File: config.mk
export PLATFORM = sky130hd
export DESIGN_NAME = bpa_ctrl
export DESIGN_NICKNAME = d
export VERILOG_FILES = /design/src/hw/rtl/bpa_pkg.sv /design/src/hw/rtl/bpa_ctrl.sv
export SDC_FILE = /design/constraint.sdc
export NUM_CORES = 1
export LEC_CHECK = 0
export BUFFER_PORTS_ARGS = -buffer_cell sky130_fd_sc_hd__buf_2
export CAP_MARGIN = 20
export CORE_AREA = 2 2 47 49
export CTS_CLUSTER_SIZE = 25
export DETAILED_ROUTE_END_ITERATION = 6
export DIE_AREA = 0 0 49 51
export GPL_TIMING_DRIVEN = 0
export PLACE_DENSITY = 0.72
export SYNTH_ARGS = -nofsm -noshare
export SYNTH_HDL_FRONTEND = slang
export SYNTH_SLANG_ARGS = --single-unit
File: constraint.sdc
create_clock -name clk_i -period 1.95 [get_ports clk_i]
set_clock_uncertainty 0.05 [all_clocks]
set_input_delay 0.195 -clock clk_i [delete_from_list [all_inputs] [get_ports clk_i]]
set_output_delay 0.195 -clock clk_i [all_outputs]
set_load 0.01 [all_outputs]
File: src/hw/rtl/bpa_pkg.sv
// Buddy page allocator: shared types, field widths and codes.
// Used by bpa_ctrl, bpa_dpath and the top level in hw/rtl; depends on nothing.
package bpa_pkg;

  localparam int CMD_W = 2;
  localparam int ORD_W = 4;
  localparam int IDX_W = 12;
  localparam int STS_W = 2;
  localparam int CFG_W = 13;
  localparam int HO_W  = 5;

  localparam logic [CFG_W-1:0] USABLE_RESET = 13'd4096;
  localparam logic [HO_W-1:0]  NO_ORDER     = 5'd31;

  localparam logic [CMD_W-1:0] CMD_ALLOC   = 2'd0;
  localparam logic [CMD_W-1:0] CMD_FREE    = 2'd1;
  localparam logic [CMD_W-1:0] CMD_REBUILD = 2'd2;
  localparam logic [CMD_W-1:0] CMD_NOP     = 2'd3;

  localparam logic [STS_W-1:0] RES_OK        = 2'd0;
  localparam logic [STS_W-1:0] RES_NO_FREE   = 2'd1;
  localparam logic [STS_W-1:0] RES_NOT_ALLOC = 2'd2;
  localparam logic [STS_W-1:0] RES_BAD_INDEX = 2'd3;

  typedef struct packed {
    logic [CMD_W-1:0] cmd;
    logic [ORD_W-1:0] block_order;
    logic [IDX_W-1:0] page_index;
  } req_t;

  typedef struct packed {
    logic [STS_W-1:0] status;
    logic [IDX_W-1:0] block_start;
  } rsp_t;

  typedef enum logic [3:0] {
    DP_NONE,
    DP_LOAD,
    DP_INIT,
    DP_SWEEP,
    DP_SEARCH,
    DP_RD_P,
    DP_RD_B,
    DP_UNLINK,
    DP_SPLIT_A,
    DP_SPLIT_B,
    DP_ALLOC_FIN,
    DP_FREE_CLR,
    DP_MERGE,
    DP_HEAD_A,
    DP_HEAD_B,
    DP_EMIT
  } dp_op_e;

  typedef struct packed {
    dp_op_e           op;
    logic [STS_W-1:0] code;
  } dp_cmd_t;

  typedef struct packed {
    logic no_free;
    logic hit;
    logic bad_index;
    logic not_alloc;
    logic merge_ok;
    logic can_try;
    logic split_more;
    logic sweep_last;
  } dp_status_t;

endpackage

File: src/hw/rtl/bpa_ctrl.sv
// Buddy page allocator controller: sequences each transaction as datapath ops.
// Depends on bpa_pkg.
module bpa_ctrl (
  input  logic                     clk_i,
  input  logic                     rst_ni,
  input  logic                     start_i,
  input  logic [bpa_pkg::CMD_W-1:0] cmd_i,
  output logic                     busy_o,
  output bpa_pkg::dp_cmd_t         dp_cmd_o,
  input  bpa_pkg::dp_status_t      dp_sts_i
);

  localparam logic [4:0] S_IDLE   = 5'd0;
  localparam logic [4:0] S_INIT   = 5'd1;
  localparam logic [4:0] S_SWEEP  = 5'd2;
  localparam logic [4:0] S_SEARCH = 5'd3;
  localparam logic [4:0] S_UREAD  = 5'd4;
  localparam logic [4:0] S_UNLINK = 5'd5;
  localparam logic [4:0] S_SPLITA = 5'd6;
  localparam logic [4:0] S_SPLITB = 5'd7;
  localparam logic [4:0] S_AFIN   = 5'd8;
  localparam logic [4:0] S_FCHK   = 5'd9;
  localparam logic [4:0] S_FRD    = 5'd10;
  localparam logic [4:0] S_FTEST  = 5'd11;
  localparam logic [4:0] S_MTEST  = 5'd12;
  localparam logic [4:0] S_MREAD  = 5'd13;
  localparam logic [4:0] S_MCHK   = 5'd14;
  localparam logic [4:0] S_HEADA  = 5'd15;
  localparam logic [4:0] S_HEADB  = 5'd16;
  localparam logic [4:0] S_EMIT   = 5'd17;

  logic [4:0]                state_q, state_d;
  logic [bpa_pkg::STS_W-1:0] code_q, code_d;
  logic                      report_q, report_d;

  always_comb begin
    state_d       = state_q;
    code_d        = code_q;
    report_d      = report_q;
    dp_cmd_o.op   = bpa_pkg::DP_NONE;
    dp_cmd_o.code = code_q;
    case (state_q)
      S_IDLE: begin
        if (start_i) begin
          dp_cmd_o.op = bpa_pkg::DP_LOAD;
          case (cmd_i)
            bpa_pkg::CMD_ALLOC: state_d = S_SEARCH;
            bpa_pkg::CMD_FREE:  state_d = S_FCHK;
            bpa_pkg::CMD_REBUILD: begin
              state_d  = S_INIT;
              report_d = 1'b1;
            end
            default: begin
              state_d = S_EMIT;
              code_d  = bpa_pkg::RES_OK;
            end
          endcase
        end
      end
      S_INIT: begin
        dp_cmd_o.op = bpa_pkg::DP_INIT;
        state_d     = S_SWEEP;
      end
      S_SWEEP: begin
        dp_cmd_o.op = bpa_pkg::DP_SWEEP;
        if (dp_sts_i.sweep_last) begin
          if (report_q) begin
            state_d  = S_EMIT;
            code_d   = bpa_pkg::RES_OK;
            report_d = 1'b0;
          end else begin
            state_d = S_IDLE;
          end
        end
      end
      S_SEARCH: begin
        dp_cmd_o.op = bpa_pkg::DP_SEARCH;
        if (dp_sts_i.no_free) begin
          state_d = S_EMIT;
          code_d  = bpa_pkg::RES_NO_FREE;
        end else if (dp_sts_i.hit) begin
          state_d = S_UREAD;
        end
      end
      S_UREAD: begin
        dp_cmd_o.op = bpa_pkg::DP_RD_P;
        state_d     = S_UNLINK;
      end
      S_UNLINK: begin
        dp_cmd_o.op = bpa_pkg::DP_UNLINK;
        state_d     = dp_sts_i.split_more ? S_SPLITA : S_AFIN;
      end
      S_SPLITA: begin
        dp_cmd_o.op = bpa_pkg::DP_SPLIT_A;
        state_d     = S_SPLITB;
      end
      S_SPLITB: begin
        dp_cmd_o.op = bpa_pkg::DP_SPLIT_B;
        state_d     = dp_sts_i.split_more ? S_SPLITA : S_AFIN;
      end
      S_AFIN: begin
        dp_cmd_o.op = bpa_pkg::DP_ALLOC_FIN;
        state_d     = S_EMIT;
        code_d      = bpa_pkg::RES_OK;
      end
      S_FCHK: begin
        if (dp_sts_i.bad_index) begin
          state_d = S_EMIT;
          code_d  = bpa_pkg::RES_BAD_INDEX;
        end else begin
          state_d = S_FRD;
        end
      end
      S_FRD: begin
        dp_cmd_o.op = bpa_pkg::DP_RD_P;
        state_d     = S_FTEST;
      end
      S_FTEST: begin
        if (dp_sts_i.not_alloc) begin
          state_d = S_EMIT;
          code_d  = bpa_pkg::RES_NOT_ALLOC;
        end else begin
          dp_cmd_o.op = bpa_pkg::DP_FREE_CLR;
          state_d     = S_MTEST;
        end
      end
      S_MTEST: begin
        state_d = dp_sts_i.can_try ? S_MREAD : S_HEADA;
      end
      S_MREAD: begin
        dp_cmd_o.op = bpa_pkg::DP_RD_B;
        state_d     = S_MCHK;
      end
      S_MCHK: begin
        dp_cmd_o.op = bpa_pkg::DP_MERGE;
        state_d     = dp_sts_i.merge_ok ? S_MTEST : S_HEADA;
      end
      S_HEADA: begin
        dp_cmd_o.op = bpa_pkg::DP_HEAD_A;
        state_d     = S_HEADB;
      end
      S_HEADB: begin
        dp_cmd_o.op = bpa_pkg::DP_HEAD_B;
        state_d     = S_EMIT;
        code_d      = bpa_pkg::RES_OK;
      end
      S_EMIT: begin
        dp_cmd_o.op = bpa_pkg::DP_EMIT;
        state_d     = S_IDLE;
      end
      default: begin
        state_d = S_IDLE;
      end
    endcase
  end

  always_ff @(posedge clk_i or negedge rst_ni) begin
    if (!rst_ni) begin
      state_q  <= S_INIT;
      code_q   <= bpa_pkg::RES_OK;
      report_q <= 1'b0;
    end else begin
      state_q  <= state_d;
      code_q   <= code_d;
      report_q <= report_d;
    end
  end

  assign busy_o = (state_q != S_IDLE);

endmodule

# After elaboration in Yosys (flattened, before gate mapping)
# Index checks and enable logic that the tools add are counted.
# totals
inputBits	13
memories	0
latchBits	0
out_inout_bits	7
reg_bits	8
mem_bits_ro	0
wordCells	70
mem_bits_rw	0
# classes
n_div	0
eq_ne	28
shift	0
mux	27
mul	0
bitwise_logic	0
magnitude_cmp	0
add_sub_neg	0
reduce_logical	12
# op_table
cell	n
5-bit one-hot mux with 15 select lines	1
4-bit one-hot mux with 15 select lines	1
5-bit by 4-bit equality test with 1-bit output, second input constant	8
5-bit 2-to-1 mux	7
5-bit by 3-bit equality test with 1-bit output, second input constant	4
2-bit 2-to-1 mux	9
5-bit one-hot mux with 3 select lines	1
2-bit != test, second input constant	7
2-bit one-hot mux with 6 select lines	1
5-bit by 2-bit equality test with 1-bit output, second input constant	2
5-bit equality test, second input constant	2
4-bit 2-to-1 mux	2
8-bit AND reduction	1
6-bit nonzero test	1
2-bit OR reduction	3
5-bit by 1-bit equality test with 1-bit output, second input constant	1
5-bit zero test	1
5-bit nonzero test	1
1-bit 2-to-1 mux	4
4-bit AND reduction	1
3-bit != test, second input constant	1
3-bit AND reduction	1
3-bit OR reduction	1
2-bit by 1-bit equality test with 1-bit output, second input constant	1
other kinds (5)	5

# Logic depth before layout (Yosys ltp)
# depth
depth_word	5
depth_mapped	7

# Worst setup path after synthesis
# No wires, ideal clock.
# synth_path
path_kind	reg-to-output
start	register state_q[0]
end	output dp_cmd_o[3] in the netlist's numbering
t_required_ns	1.705
slack_ns	0.235
arrival_ns	1.470
path_buffers	2
path_stages_with_launch	6
cell_sequence	dfstp_2 buf_4 buf_2 nor2_1 o32a_1 o21ai_0
# synth_lines
element	line_no	text
from (decl)	bpa_ctrl.sv:32	logic [4:0] state_q, state_d;
from (signal assigned)	bpa_ctrl.sv:163	state_q <= state_d;
to (decl)	bpa_ctrl.sv:9	output bpa_pkg::dp_cmd_t dp_cmd_o,

==> flow_summary.json <==
{
  "place_hpwl_microns": 2050,
  "postPlaceCellArea_sq_um": 1090,
  "cts.sink_count": 8,
  "endpoint_kind": "output pin",
  "clkTransAtPathRegs_ns": 0.05,
  "port_buffers": 19,
  "worst_hold_startpoint": "dp_sts_i[6]",
  "crit_required_ns": 1.70,
  "drc": 0,
  "ys_dominant_reg_cell": "dfrtp_1",
  "worst_setup_path_start_kind": "register",
  "ios": 20,
  "initial_antenna_violation_count": 0,
  "layout.cell_area.non_filler_sq_um": 1240,
  "tritoncts": "yes",
  "design.die.area_sq_um": 2500,
  "synth.largest_area_cell": "dfrtp_1",
  "drv.max_cap_violation_count": 0,
  "number_of_storage_elements_in_the_synthesis_netlist": 8,
  "synth_top_area_share_pct": 18.2,
  "post_synth_inst_count": 120,
  "final_common_cell": "buf_2",
  "grt.overflow.total": 0,
  "synthesis.area_sq_um": 961,
  "setup_slack_ns": -0.0910,
  "cp-startpoint": "state_q[0]",
  "placementRows": 17,
  "drtAntennaViolNets": 0,
  "starting_utilization_of_the_core_area_pct": 46.6,
  "final_layout_size_suffix_gt1_share_pct": 40.8,
  "finish.net_count": 166,
  "multiInputGateArea_sq_um": 704,
  "detail_route.wl_per_cell_microns": 17.0,
  "finalHoldViolCount": 0,
  "run_status": "complete, but fails checks",
  "tightest_slew_ns": 0.403,
  "finalPower_mw": 2.21,
  "die_width_microns": 49,
  "cts_buffers": 3,
  "worst_r2r_startpoint": "state_q[0]",
  "ys_async_sr_fraction_pct": 100,
  "die_height_microns": 51,
  "yosys-top-cells-area": "dfrtp_1, nor2_1, a21oi_1",
  "finalWorstPathRequiredPeriod_ns": 2.04,
  "timing.critical_path.fanout_max": 7,
  "syn_avg_cell_area_sq_um": 8.01,
  "synthesis.nets": 133,
  "route.detailed.vias_per_inst": 6.31,
  "maxSlewHeadroom_pct": 73.1,
  "cts_max_level": 1,
  "clk_root_buffer_cell": "clkbuf_4",
  "hold-worst-slack_ns": 0.153,
  "yosys_warnings": 0,
  "floorplan.core_area_sq_um": 2060,
  "total_leakage_power_nw": 0.548,
  "yosysUniqueCellTypes": 55,
  "rsz0062_at_grt": "yes",
  "powerDensity_nw_per_um2": 1780,
  "ff_latch_area_sq_um": 204,
  "synth_edf_count": 0,
  "cts-root-to-sink-buffers": 2,
  "max-vdd-ir-drop_v": 0.00100,
  "first_iter_violations": 48,
  "wl_microns": 3060,
  "num_vias": 1135,
  "clk-insertion-delay-late_ns": 0.27,
  "max_clock_freq_mhz": 490,
  "worstPathArrival_ns": 1.80,
  "failed_checks": "setup timing",
  "most-common-layout-cells": "buf_2, nor2_1, nand2_1, a21oi_1, buf_4",
  "finalMaxSlewViolations": 0,
  "post-route-period-util_pct": 105,
  "grt_pass1_vias": 979,
  "gp_congestion": 0.942,
  "grt_util_all_layers_pct": 24.3,
  "filler_cell_count": 205,
  "setup.worst_path.class": "reg2out",
  "grt_max_degree": 11,
  "synth-seq-area-share_pct": 21.0,
  "finalSetupViolCount": 3,
  "layout-area-overhead-vs-synth_pct": 29.4,
  "dr.pass1.iters": 4,
  "grt_first_pass_wirelength_microns": 4600,
  "antennaDiodeCount": 0,
  "hold_path_class": "in2reg"
}
worst paths after layout:
| check | end | slack [ns] | cells past startpoint |
|---|---|---|---|
| hold / removal | state_q[0] | 0.15 | 3 |
| min in group asynchronous | state_q[2] | 0.24 | 2 |
| setup reg to reg | code_q[0] | 0.01 | 7 |
| max in group asynchronous | state_q[0] | 1.37 | 2 |
| hold reg to reg | code_q[0] | 0.47 | 1 |
| setup / recovery | dp_cmd_o[2] | -0.09 | 6 |
registers in the layout, summed over array words and instances, names as in the netlist:
signal and flops:
report_q 1, code_q 2, state_q 5
synthesized netlist by cell type (3+ instances only):
library cell and instances:
buf_2 3, dfrtp_1 7, inv_1 4, nor2_1 14, or3_1 3, nand2_1 9, o21ai_0 7, a21oi_1 9
clkbuf_1 3, mux2i_1 4
report_power, final:
part / internal, mW / total [mW] / leakage [nW] / switching (mW)
combinational: 0.800 / 1.76 / 0.432 / 0.959
sequential: 0.244 / 0.313 / 0.101 / 0.0692
clock: 0.0786 / 0.141 / 0.0150 / 0.0624
total: 1.12 / 2.21 / 0.548 / 1.09
final cells by class:
cell class / instances / share of cell area, %
Sequential cell: 8 / 16.4
Tap cell: 28 / 2.82
Clock buffer: 4 / 2.11
Multi-Input combinational cell: 98 / 56.6
Inverter: 4 / 1.21
Buffer: 10 / 7.24
Timing Repair Buffer: 28 / 13.6
metrics by stage:
step / util, % / setup TNS, ns / setup slack (ns) / std cells
6_report: 60.3 / -0.182 / -0.0910 / 180
3_3_place_gp: 52.9 / -0.00477 / -0.00477 / 167
4_1_cts: 58.1 / -0.0537 / -0.0384 / 178
3_5_place_dp: 52.9 / -0.0228 / -0.0228 / 167
5_1_grt: 60.3 / -0.433 / -0.158 / 180
2_1_floorplan: - / 0 / 0.235 / 120
logic make-up after synthesis:
family	after synthesis	synth area share, %
xor gates and xnor gates	2	1.82
and+or+nand+nor	52	34.6
AOI/OAI and AO/OA	37	26.3
DFF	8	21.0
buffers and inverters	14	8.20
muxes	7	8.07
per-layer routing:
| layer | GRT usage [%] | routed length, microns | up-vias |
|---|---|---|---|
| met5 | 0 | 0 | - |
| met4 | 11.0 | 94 | 0 |
| met3 | 5.26 | 250 | 11 |
| met2 | 39.0 | 1490 | 73 |
| met1 | 31.4 | 1230 | 532 |
| li1 | - | - | 519 |
critical path, cell delays in order (launching register included):
cell	delay, ns
dfstp_2	0.53
buf_8	0.12
inv_2	0.06
a222oi_1	0.42
buf_4	0.18
o22ai_1	0.07
buf_2	0.15
repair_timing:
action	in CTS	in global routing
buffers inserted	6	2
setup endpoints to repair	3	6
pin swaps	4	3
hold endpoints to repair	8	0
gates resized for setup	14	10
hold buffers	1	0
Note: power is estimated with default switching activity, not from simulation.
